[config.mk]
export PLATFORM = sky130hd
export DESIGN_NAME = keyed_sha256_feature_hash
export DESIGN_NICKNAME = d
export VERILOG_FILES = /design/src/rtl/ksfh_pkg.sv /design/src/rtl/ksfh_msg_sched.sv /design/src/rtl/ksfh_round.sv /design/src/rtl/keyed_sha256_feature_hash.sv
export SDC_FILE = /design/constraint.sdc
export NUM_CORES = 2
export LEC_CHECK = 0
export ABC_AREA = 0
export BUFFER_PORTS_ARGS = -buffer_cell sky130_fd_sc_hd__buf_2
export CAP_MARGIN = 20
export CORE_ASPECT_RATIO = 1.4
export CORE_MARGIN = 2
export CORE_UTILIZATION = 33
export CTS_BUF_LIST = sky130_fd_sc_hd__clkbuf_8 sky130_fd_sc_hd__clkbuf_16
export CTS_CLUSTER_SIZE = 25
export DETAILED_ROUTE_END_ITERATION = 10
export GPL_ROUTABILITY_DRIVEN = 0
export PLACE_DENSITY_LB_ADDON = 0.2
export SLEW_MARGIN = 20
export SYNTH_ARGS = -nofsm -noshare
export SYNTH_HDL_FRONTEND = slang
export SYNTH_SLANG_ARGS = --single-unit
export TNS_END_PERCENT = 5
[constraint.sdc]
create_clock -name aclk -period 10.1 [get_ports aclk]
set_input_delay 0.505 -clock aclk [delete_from_list [all_inputs] [get_ports aclk]]
set_output_delay 0.505 -clock aclk [all_outputs]
set_load 0.005 [all_outputs]
[src/rtl/ksfh_pkg.sv]
// Shared types, constants and SHA-256 helper functions for the keyed feature hash.
package ksfh_pkg;

    localparam int DEFAULT_MAX_HASHES = 1024;
    localparam int KEY_W = 64;
    localparam int HPD_W = 11;
    localparam int WORD_W = 32;
    localparam int CFG_INDEX_W = 8;

    localparam logic [CFG_INDEX_W-1:0] REG_HASH_KEY = 8'd0;
    localparam logic [CFG_INDEX_W-1:0] REG_HASHES_PER_DOC = 8'd1;

    localparam logic [WORD_W-1:0] TAG_WORD_A = 32'h5045445f;
    localparam logic [WORD_W-1:0] TAG_WORD_B = 32'h50524931;
    localparam logic [WORD_W-1:0] PAD_MARKER = 32'h80000000;
    localparam logic [WORD_W-1:0] MSG_BIT_LEN = 32'd192;

    typedef logic [WORD_W-1:0] word_t;
    typedef logic [15:0][WORD_W-1:0] block_t;
    typedef logic [7:0][WORD_W-1:0] hash_t;

    // Control from the sequencer to the schedule and round units.
    typedef struct packed {
        logic       load;
        logic       step;
        logic [5:0] rnd;
    } core_ctrl_t;

    function automatic word_t rotr(input word_t x, input int n);
        rotr = (x >> n) | (x << (WORD_W - n));
    endfunction

    function automatic word_t small_sigma0(input word_t x);
        small_sigma0 = rotr(x, 7) ^ rotr(x, 18) ^ (x >> 3);
    endfunction

    function automatic word_t small_sigma1(input word_t x);
        small_sigma1 = rotr(x, 17) ^ rotr(x, 19) ^ (x >> 10);
    endfunction

    function automatic word_t big_sigma0(input word_t x);
        big_sigma0 = rotr(x, 2) ^ rotr(x, 13) ^ rotr(x, 22);
    endfunction

    function automatic word_t big_sigma1(input word_t x);
        big_sigma1 = rotr(x, 6) ^ rotr(x, 11) ^ rotr(x, 25);
    endfunction

    function automatic word_t start_h(input logic [2:0] idx);
        case (idx)
            3'd0: start_h = 32'h6a09e667;
            3'd1: start_h = 32'hbb67ae85;
            3'd2: start_h = 32'h3c6ef372;
            3'd3: start_h = 32'ha54ff53a;
            3'd4: start_h = 32'h510e527f;
            3'd5: start_h = 32'h9b05688c;
            3'd6: start_h = 32'h1f83d9ab;
            default: start_h = 32'h5be0cd19;
        endcase
    endfunction

    function automatic word_t round_k(input logic [5:0] idx);
        case (idx)
            6'd0:  round_k = 32'h428a2f98;  6'd1:  round_k = 32'h71374491;
            6'd2:  round_k = 32'hb5c0fbcf;  6'd3:  round_k = 32'he9b5dba5;
            6'd4:  round_k = 32'h3956c25b;  6'd5:  round_k = 32'h59f111f1;
            6'd6:  round_k = 32'h923f82a4;  6'd7:  round_k = 32'hab1c5ed5;
            6'd8:  round_k = 32'hd807aa98;  6'd9:  round_k = 32'h12835b01;
            6'd10: round_k = 32'h243185be;  6'd11: round_k = 32'h550c7dc3;
            6'd12: round_k = 32'h72be5d74;  6'd13: round_k = 32'h80deb1fe;
            6'd14: round_k = 32'h9bdc06a7;  6'd15: round_k = 32'hc19bf174;
            6'd16: round_k = 32'he49b69c1;  6'd17: round_k = 32'hefbe4786;
            6'd18: round_k = 32'h0fc19dc6;  6'd19: round_k = 32'h240ca1cc;
            6'd20: round_k = 32'h2de92c6f;  6'd21: round_k = 32'h4a7484aa;
            6'd22: round_k = 32'h5cb0a9dc;  6'd23: round_k = 32'h76f988da;
            6'd24: round_k = 32'h983e5152;  6'd25: round_k = 32'ha831c66d;
            6'd26: round_k = 32'hb00327c8;  6'd27: round_k = 32'hbf597fc7;
            6'd28: round_k = 32'hc6e00bf3;  6'd29: round_k = 32'hd5a79147;
            6'd30: round_k = 32'h06ca6351;  6'd31: round_k = 32'h14292967;
            6'd32: round_k = 32'h27b70a85;  6'd33: round_k = 32'h2e1b2138;
            6'd34: round_k = 32'h4d2c6dfc;  6'd35: round_k = 32'h53380d13;
            6'd36: round_k = 32'h650a7354;  6'd37: round_k = 32'h766a0abb;
            6'd38: round_k = 32'h81c2c92e;  6'd39: round_k = 32'h92722c85;
            6'd40: round_k = 32'ha2bfe8a1;  6'd41: round_k = 32'ha81a664b;
            6'd42: round_k = 32'hc24b8b70;  6'd43: round_k = 32'hc76c51a3;
            6'd44: round_k = 32'hd192e819;  6'd45: round_k = 32'hd6990624;
            6'd46: round_k = 32'hf40e3585;  6'd47: round_k = 32'h106aa070;
            6'd48: round_k = 32'h19a4c116;  6'd49: round_k = 32'h1e376c08;
            6'd50: round_k = 32'h2748774c;  6'd51: round_k = 32'h34b0bcb5;
            6'd52: round_k = 32'h391c0cb3;  6'd53: round_k = 32'h4ed8aa4a;
            6'd54: round_k = 32'h5b9cca4f;  6'd55: round_k = 32'h682e6ff3;
            6'd56: round_k = 32'h748f82ee;  6'd57: round_k = 32'h78a5636f;
            6'd58: round_k = 32'h84c87814;  6'd59: round_k = 32'h8cc70208;
            6'd60: round_k = 32'h90befffa;  6'd61: round_k = 32'ha4506ceb;
            6'd62: round_k = 32'hbef9a3f7;  default: round_k = 32'hc67178f2;
        endcase
    endfunction

endpackage

[src/rtl/ksfh_msg_sched.sv]
// SHA-256 message schedule: a sliding 16-word window that yields one word per round.
module ksfh_msg_sched (
    input  logic                aclk,
    input  ksfh_pkg::core_ctrl_t ctrl,
    input  ksfh_pkg::block_t    block,
    output ksfh_pkg::word_t     w_t
);

    ksfh_pkg::block_t win_reg;
    ksfh_pkg::block_t win_next;
    ksfh_pkg::word_t  w_new;

    // Word t+16 of the schedule, from the window that starts at word t.
    always_comb begin
        w_new = win_reg[0] + ksfh_pkg::small_sigma0(win_reg[1]) + win_reg[9]
              + ksfh_pkg::small_sigma1(win_reg[14]);
        win_next = win_reg;
        if (ctrl.load) begin
            win_next = block;
        end else if (ctrl.step) begin
            for (int i = 0; i < 15; i++) begin
                win_next[i] = win_reg[i+1];
            end
            win_next[15] = w_new;
        end
    end

    always_ff @(posedge aclk) begin
        win_reg <= win_next;
    end

    assign w_t = win_reg[0];

endmodule

[src/rtl/ksfh_round.sv]
// SHA-256 round unit: working variables a to h, one round per step, final add to the digest.
module ksfh_round (
    input  logic                 aclk,
    input  ksfh_pkg::core_ctrl_t ctrl,
    input  ksfh_pkg::word_t      w_t,
    output ksfh_pkg::hash_t      digest
);

    ksfh_pkg::hash_t v_reg;
    ksfh_pkg::hash_t v_next;
    ksfh_pkg::word_t t1;
    ksfh_pkg::word_t t2;
    ksfh_pkg::word_t ch;
    ksfh_pkg::word_t maj;

    always_comb begin
        ch  = (v_reg[4] & v_reg[5]) ^ (~v_reg[4] & v_reg[6]);
        maj = (v_reg[0] & v_reg[1]) ^ (v_reg[0] & v_reg[2]) ^ (v_reg[1] & v_reg[2]);
        t1  = v_reg[7] + ksfh_pkg::big_sigma1(v_reg[4]) + ch
            + ksfh_pkg::round_k(ctrl.rnd) + w_t;
        t2  = ksfh_pkg::big_sigma0(v_reg[0]) + maj;
        v_next = v_reg;
        if (ctrl.load) begin
            for (int i = 0; i < 8; i++) begin
                v_next[i] = ksfh_pkg::start_h(3'(i));
            end
        end else if (ctrl.step) begin
            v_next[7] = v_reg[6];
            v_next[6] = v_reg[5];
            v_next[5] = v_reg[4];
            v_next[4] = v_reg[3] + t1;
            v_next[3] = v_reg[2];
            v_next[2] = v_reg[1];
            v_next[1] = v_reg[0];
            v_next[0] = t1 + t2;
        end
    end

    always_ff @(posedge aclk) begin
        v_reg <= v_next;
    end

    always_comb begin
        for (int i = 0; i < 8; i++) begin
            digest[i] = ksfh_pkg::start_h(3'(i)) + v_reg[i];
        end
    end

endmodule

[src/rtl/keyed_sha256_feature_hash.sv]
// Top level of the keyed SHA-256 feature hash: config, position counter, sequencer, output.
//
//  channel   dir  handshake          payload
//  s_        in   s_tvalid/s_tready  s_tdata = signature, s_tuser = first_of_set
//  m_        out  m_tvalid/m_tready  m_tdata = digest_word0 .. digest_word7
//  cfg_      in   cfg_we             cfg_index, cfg_wdata
//
// Each beat loads the message block, runs every SHA-256 round on the single
// shared round unit (one SHA-256 round per cycle), and then does the final add
// into the output register. Reset (aresetn low, synchronous)
// clears the key to zero, sets hashes_per_doc to one and the position to zero.
// s_tready is high only while the sequencer is idle. A finished digest waits in
// the output register; the next beat may be accepted and hashed meanwhile, and
// only its final add waits until m_tready has taken the older result.
module keyed_sha256_feature_hash #(
    parameter int MAX_HASHES = ksfh_pkg::DEFAULT_MAX_HASHES
) (
    input  logic                                aclk,
    input  logic                                aresetn,
    // Input beat.
    input  logic                                s_tvalid,
    output logic                                s_tready,
    input  logic [31:0]                         s_tdata,   // [31:0] signature
    input  logic                                s_tuser,   // [0] first_of_set
    // Result beat.
    output logic                                m_tvalid,
    input  logic                                m_tready,
    output logic [255:0]                        m_tdata,   // [32k+31:32k] digest_word k, k=0..7
    // Configuration write port.
    input  logic                                cfg_we,
    input  logic [ksfh_pkg::CFG_INDEX_W-1:0]    cfg_index,
    input  logic [ksfh_pkg::KEY_W-1:0]          cfg_wdata
);

    // Position fits below MAX_HASHES; the modulus must hold MAX_HASHES and
    // every value of the 11-bit register.
    localparam int PW = (MAX_HASHES > 1) ? $clog2(MAX_HASHES) : 1;
    localparam int MW0 = $clog2(MAX_HASHES + 1);
    localparam int MW = (MW0 > ksfh_pkg::HPD_W) ? MW0 : ksfh_pkg::HPD_W;
    localparam logic [MW-1:0] MAX_MOD = MW'(MAX_HASHES);

    localparam logic [1:0] ST_IDLE  = 2'd0;
    localparam logic [1:0] ST_ROUND = 2'd1;
    localparam logic [1:0] ST_DONE  = 2'd2;

    logic [1:0]                    state_reg, state_next;
    logic [5:0]                    rnd_reg, rnd_next;
    logic [ksfh_pkg::KEY_W-1:0]    key_reg, key_next;
    logic [ksfh_pkg::HPD_W-1:0]    hpd_reg, hpd_next;
    logic [PW-1:0]                 pos_reg, pos_next;
    logic                          out_valid_reg, out_valid_next;
    logic [255:0]                  out_data_reg, out_data_next;

    logic                          accept;
    logic                          finish;
    logic [MW-1:0]                 modulus;
    logic [MW-1:0]                 item_pos;
    logic [MW-1:0]                 pos_inc;
    ksfh_pkg::block_t              block;
    ksfh_pkg::core_ctrl_t          ctrl;
    ksfh_pkg::word_t               w_t;
    ksfh_pkg::hash_t               digest;

    assign s_tready = (state_reg == ST_IDLE);
    assign accept   = s_tvalid && s_tready;
    // The final add may land once the output register is free or being emptied.
    assign finish   = (state_reg == ST_DONE) && (!out_valid_reg || m_tready);

    // Effective modulus: zero acts as one, anything above MAX_HASHES is clamped.
    always_comb begin
        modulus = MW'(hpd_reg);
        if (hpd_reg == '0) begin
            modulus = MW'(1);
        end else if (modulus > MAX_MOD) begin
            modulus = MAX_MOD;
        end
        item_pos = s_tuser ? '0 : MW'(pos_reg);
        // A position left over from a larger modulus restarts at zero.
        if (item_pos >= modulus) begin
            item_pos = '0;
        end
        pos_inc = item_pos + MW'(1);
    end

    // The padded 24-byte message as one 512-bit block, word 0 first.
    always_comb begin
        block     = '0;
        block[0]  = ksfh_pkg::TAG_WORD_A;
        block[1]  = ksfh_pkg::TAG_WORD_B;
        block[2]  = key_reg[63:32];
        block[3]  = key_reg[31:0];
        block[4]  = {{(32-PW){1'b0}}, item_pos[PW-1:0]};
        block[5]  = s_tdata;
        block[6]  = ksfh_pkg::PAD_MARKER;
        block[15] = ksfh_pkg::MSG_BIT_LEN;
    end

    always_comb begin
        state_next     = state_reg;
        rnd_next       = rnd_reg;
        key_next       = key_reg;
        hpd_next       = hpd_reg;
        pos_next       = pos_reg;
        out_valid_next = out_valid_reg;
        out_data_next  = out_data_reg;
        ctrl.load      = 1'b0;
        ctrl.step      = 1'b0;
        ctrl.rnd       = rnd_reg;

        if (cfg_we) begin
            if (cfg_index == ksfh_pkg::REG_HASH_KEY) begin
                key_next = cfg_wdata;
            end else if (cfg_index == ksfh_pkg::REG_HASHES_PER_DOC) begin
                hpd_next = cfg_wdata[ksfh_pkg::HPD_W-1:0];
            end
        end

        if (m_tready) begin
            out_valid_next = 1'b0;
        end

        case (state_reg)
            ST_IDLE: begin
                if (accept) begin
                    ctrl.load  = 1'b1;
                    rnd_next   = '0;
                    state_next = ST_ROUND;
                    pos_next   = (pos_inc >= modulus) ? '0 : pos_inc[PW-1:0];
                end
            end
            ST_ROUND: begin
                ctrl.step = 1'b1;
                rnd_next  = rnd_reg + 6'd1;
                if (rnd_reg == 6'd63) begin
                    state_next = ST_DONE;
                end
            end
            ST_DONE: begin
                if (finish) begin
                    out_valid_next = 1'b1;
                    out_data_next  = digest;
                    state_next     = ST_IDLE;
                end
            end
            default: begin
                state_next = ST_IDLE;
            end
        endcase
    end

    always_ff @(posedge aclk) begin
        if (!aresetn) begin
            state_reg     <= ST_IDLE;
            rnd_reg       <= '0;
            key_reg       <= '0;
            hpd_reg       <= ksfh_pkg::HPD_W'(1);
            pos_reg       <= '0;
            out_valid_reg <= 1'b0;
        end else begin
            state_reg     <= state_next;
            rnd_reg       <= rnd_next;
            key_reg       <= key_next;
            hpd_reg       <= hpd_next;
            pos_reg       <= pos_next;
            out_valid_reg <= out_valid_next;
        end
    end

    always_ff @(posedge aclk) begin
        out_data_reg <= out_data_next;
    end

    ksfh_msg_sched u_sched (
        .aclk  (aclk),
        .ctrl  (ctrl),
        .block (block),
        .w_t   (w_t)
    );

    ksfh_round u_round (
        .aclk   (aclk),
        .ctrl   (ctrl),
        .w_t    (w_t),
        .digest (digest)
    );

    assign m_tvalid = out_valid_reg;
    assign m_tdata  = out_data_reg;

endmodule
==> reports/results.tsv <==
metric	value	unit
Finished Core Util	0.379	
Min-Delay Startpoint	cfg_wdata[8]	
Worst-Margin Slew	1.15	ns
Wirelength per Cell	24.4	um
largest net degree at the start of global routing	180	
Mapped Cells	5516	
CTS Buf Count	114	
CTS sink cnt	1150	
final WL	198000	um
Initial Util	0.331	
worst path bufs/invs	3	
dpl ws	2.39	ns
setup slack, reg-to-reg	2.29	ns
clk_lat worst skew	0.78	ns
crit-path max FO	8	
filler cell count	17200	
post-synth cell types	99	
MaxCap Viol Count	0	
Pre-antenna DRT Iters	8	
f_max	0.128	GHz
Slew Limit Fails	0	
first-pass GRT wire length	287000	um
worst-case clock buffer depth	3	
HP Class	input port to flop	
CTS tree	done	
Hold Crit Endpoint	hpd_reg[8]	
via/cell ratio	5.32	
core area	173000	um^2
via count	43100	
post-route setup TNS	0	ns
Die Ht	497	um
met3 routed WL	9340	um
worst r2r src	u_round.v_reg[155]	
flip-flop count of the largest register after layout	480	
Detail Route Antenna Nets	0	
Setup-failing EPs final	0	
sequential area share after synthesis	0.464	
highest routed layer	met5	
WL met1	79400	um
#FFs+latches synth	1150	
num rows	181	
commonest non-fill, non-tap cells in the layout	dfxtp_1 (788), a22o_1 (515), nand2_1 (443)	
clk slew on worst S/H paths	0.07	ns
Final Net Count	6171	
final hold viol count	0	
Post-CTS Setup Bufs	0	
Die Span X	356	um
HPWL Detailed	145000	um
setup slack after layout	2.29	ns
DRC violations left	0	
GRT overflow	0	
Clock Skews	0.0607	ns
yosys warns	0	
Worst Setup Start Kind	flop	
hold path depth	3	
layout cells sized above 1	0.119	
I/O Pins	368	
Max stage delay on crit path	0.58	ns
DR iter-0 viols	3874	
Slowest-stage cell, CP	dfxtp_1	
Worst Hold Margin	0.0468	ns
gr usage total	0.217	
Mapped Nets	5984	
total die area	177000	um^2
root buf cell	clkbuf_16	
Post-synth EDFFs	362	
PortBufs	367	
unrepaired setup endpoints after global routing	false	
number of antenna violations at the first check in global routing	7	
Avg Cell Area, Syn	10.4	um^2
R2R depth	30	
commonest non-fill, non-tap cell in the layout	dfxtp_1	
Top FF cell, synth	dfxtp_1	
Top delay family on crit path	compound AO/OA/AOI/OAI gates	
final worst path period share	0.773	
vias in the first global route	42500	
Synth Cell Area	57400	um^2
asr flop ratio synth	0	
Crit. End Element	flop	
Worst EP required	10.76	ns
metal2 WL	97700	um
minimum clock period	7.81	ns
Slew headroom	0.223	
status	completed	
Setup Crit Path Kind	flop to flop	
R2R Path End	u_round.v_reg[31]	
Arrival @ worst endpoint	8.47	ns
CTS HTree Levels	3	
Area growth, synth to finish	14.5	%
[layer usage]
metal,GRT usage,vias up
li1,-,20000
met1,0.259,21100
met2,0.379,1528
met3,0.0260,448
met4,0.113,4
met5,0,-
[Yosys cell counts (all sizes together) (19+ instances only)]
library cell	instances	area, um^2
a211oi	30	225
a21o	70	526
a21oi	311	1580
a22o	515	4510
a31oi	37	262
and3	19	124
buf	57	250
clkbuf	362	1360
dfxtp	788	15800
edfxtp	362	10900
fa	187	3740
ha	171	2140
inv	279	1050
mux2	21	236
mux2i	26	260
nand2	445	1670
nand2b	38	245
nand3	84	420
nor2	259	975
nor2b	25	156
nor3	70	350
o211ai	27	208
o21a	36	270
o21ai	279	1420
o21bai	26	199
o22a	98	858
o22ai	22	144
xnor2	397	3480
xor2	193	1690
[what timing repair did]
item / CTS / global route
hold buffers: 71 / 0
gates resized for setup: 0 / 0
endpoints found under the setup margin: 0 / 0
hold endpoints to repair: 74 / 0
[logic make-up after synthesis]
group           share of synthesized area
xor+xnor                           0.0900
compound gates                      0.204
buf+inv                            0.0466
fa+ha+maj                           0.106
mux                               0.00865
flops                               0.464
simple gates                       0.0804
[stage by stage]
step / instance area (um^2) / std cells
6_report: 65700 / 8096
5_1_grt: 65700 / 8093
4_1_cts: 65700 / 8090
3_5_place_dp: 61000 / 7803
3_3_place_gp: 61000 / 7803
2_1_floorplan: 57400 / 5516
[worst register-to-register path, delay by kind of cell, from the launching register on]
kind	cells	cell delay, ns
AOI/OAI and AO/OA	14	3.22
DFF	1	0.58
and+or+nand+nor	3	0.53
buffers and inverters	3	0.17
xor gates and xnor gates	4	0.61
adders and majority gates	6	2.58
[worst max-delay path by stage]
stage                             from                end  slack, ns  depth (start not counted)
floorplan                     m_tready         m_tdata[0]       2.94                          2
global placement    u_round.v_reg[155]  u_round.v_reg[31]       2.47                         30
detailed placement  u_round.v_reg[141]  u_round.v_reg[31]       2.39                         30
CTS                 u_round.v_reg[141]  u_round.v_reg[31]       2.39                         30
global route        u_round.v_reg[141]  u_round.v_reg[30]       1.84                         31
finish              u_round.v_reg[155]  u_round.v_reg[31]       2.29                         30
[final cells by class]
type	instances	area, um^2	area share
diodes	6	15.0	0.000229
clock buffers	140	3270	0.0497
clock inverters	76	751	0.0114
inverters	284	1070	0.0163
multi-input cells	3663	28100	0.428
flip-flops and latches	1150	26600	0.406
well taps	2287	2860	0.0436
repair buffers	490	2970	0.0452
Power is left out: the tool's default activity adds up to more than one toggle a clock period on the data nets, which glitch-free logic cannot reach.
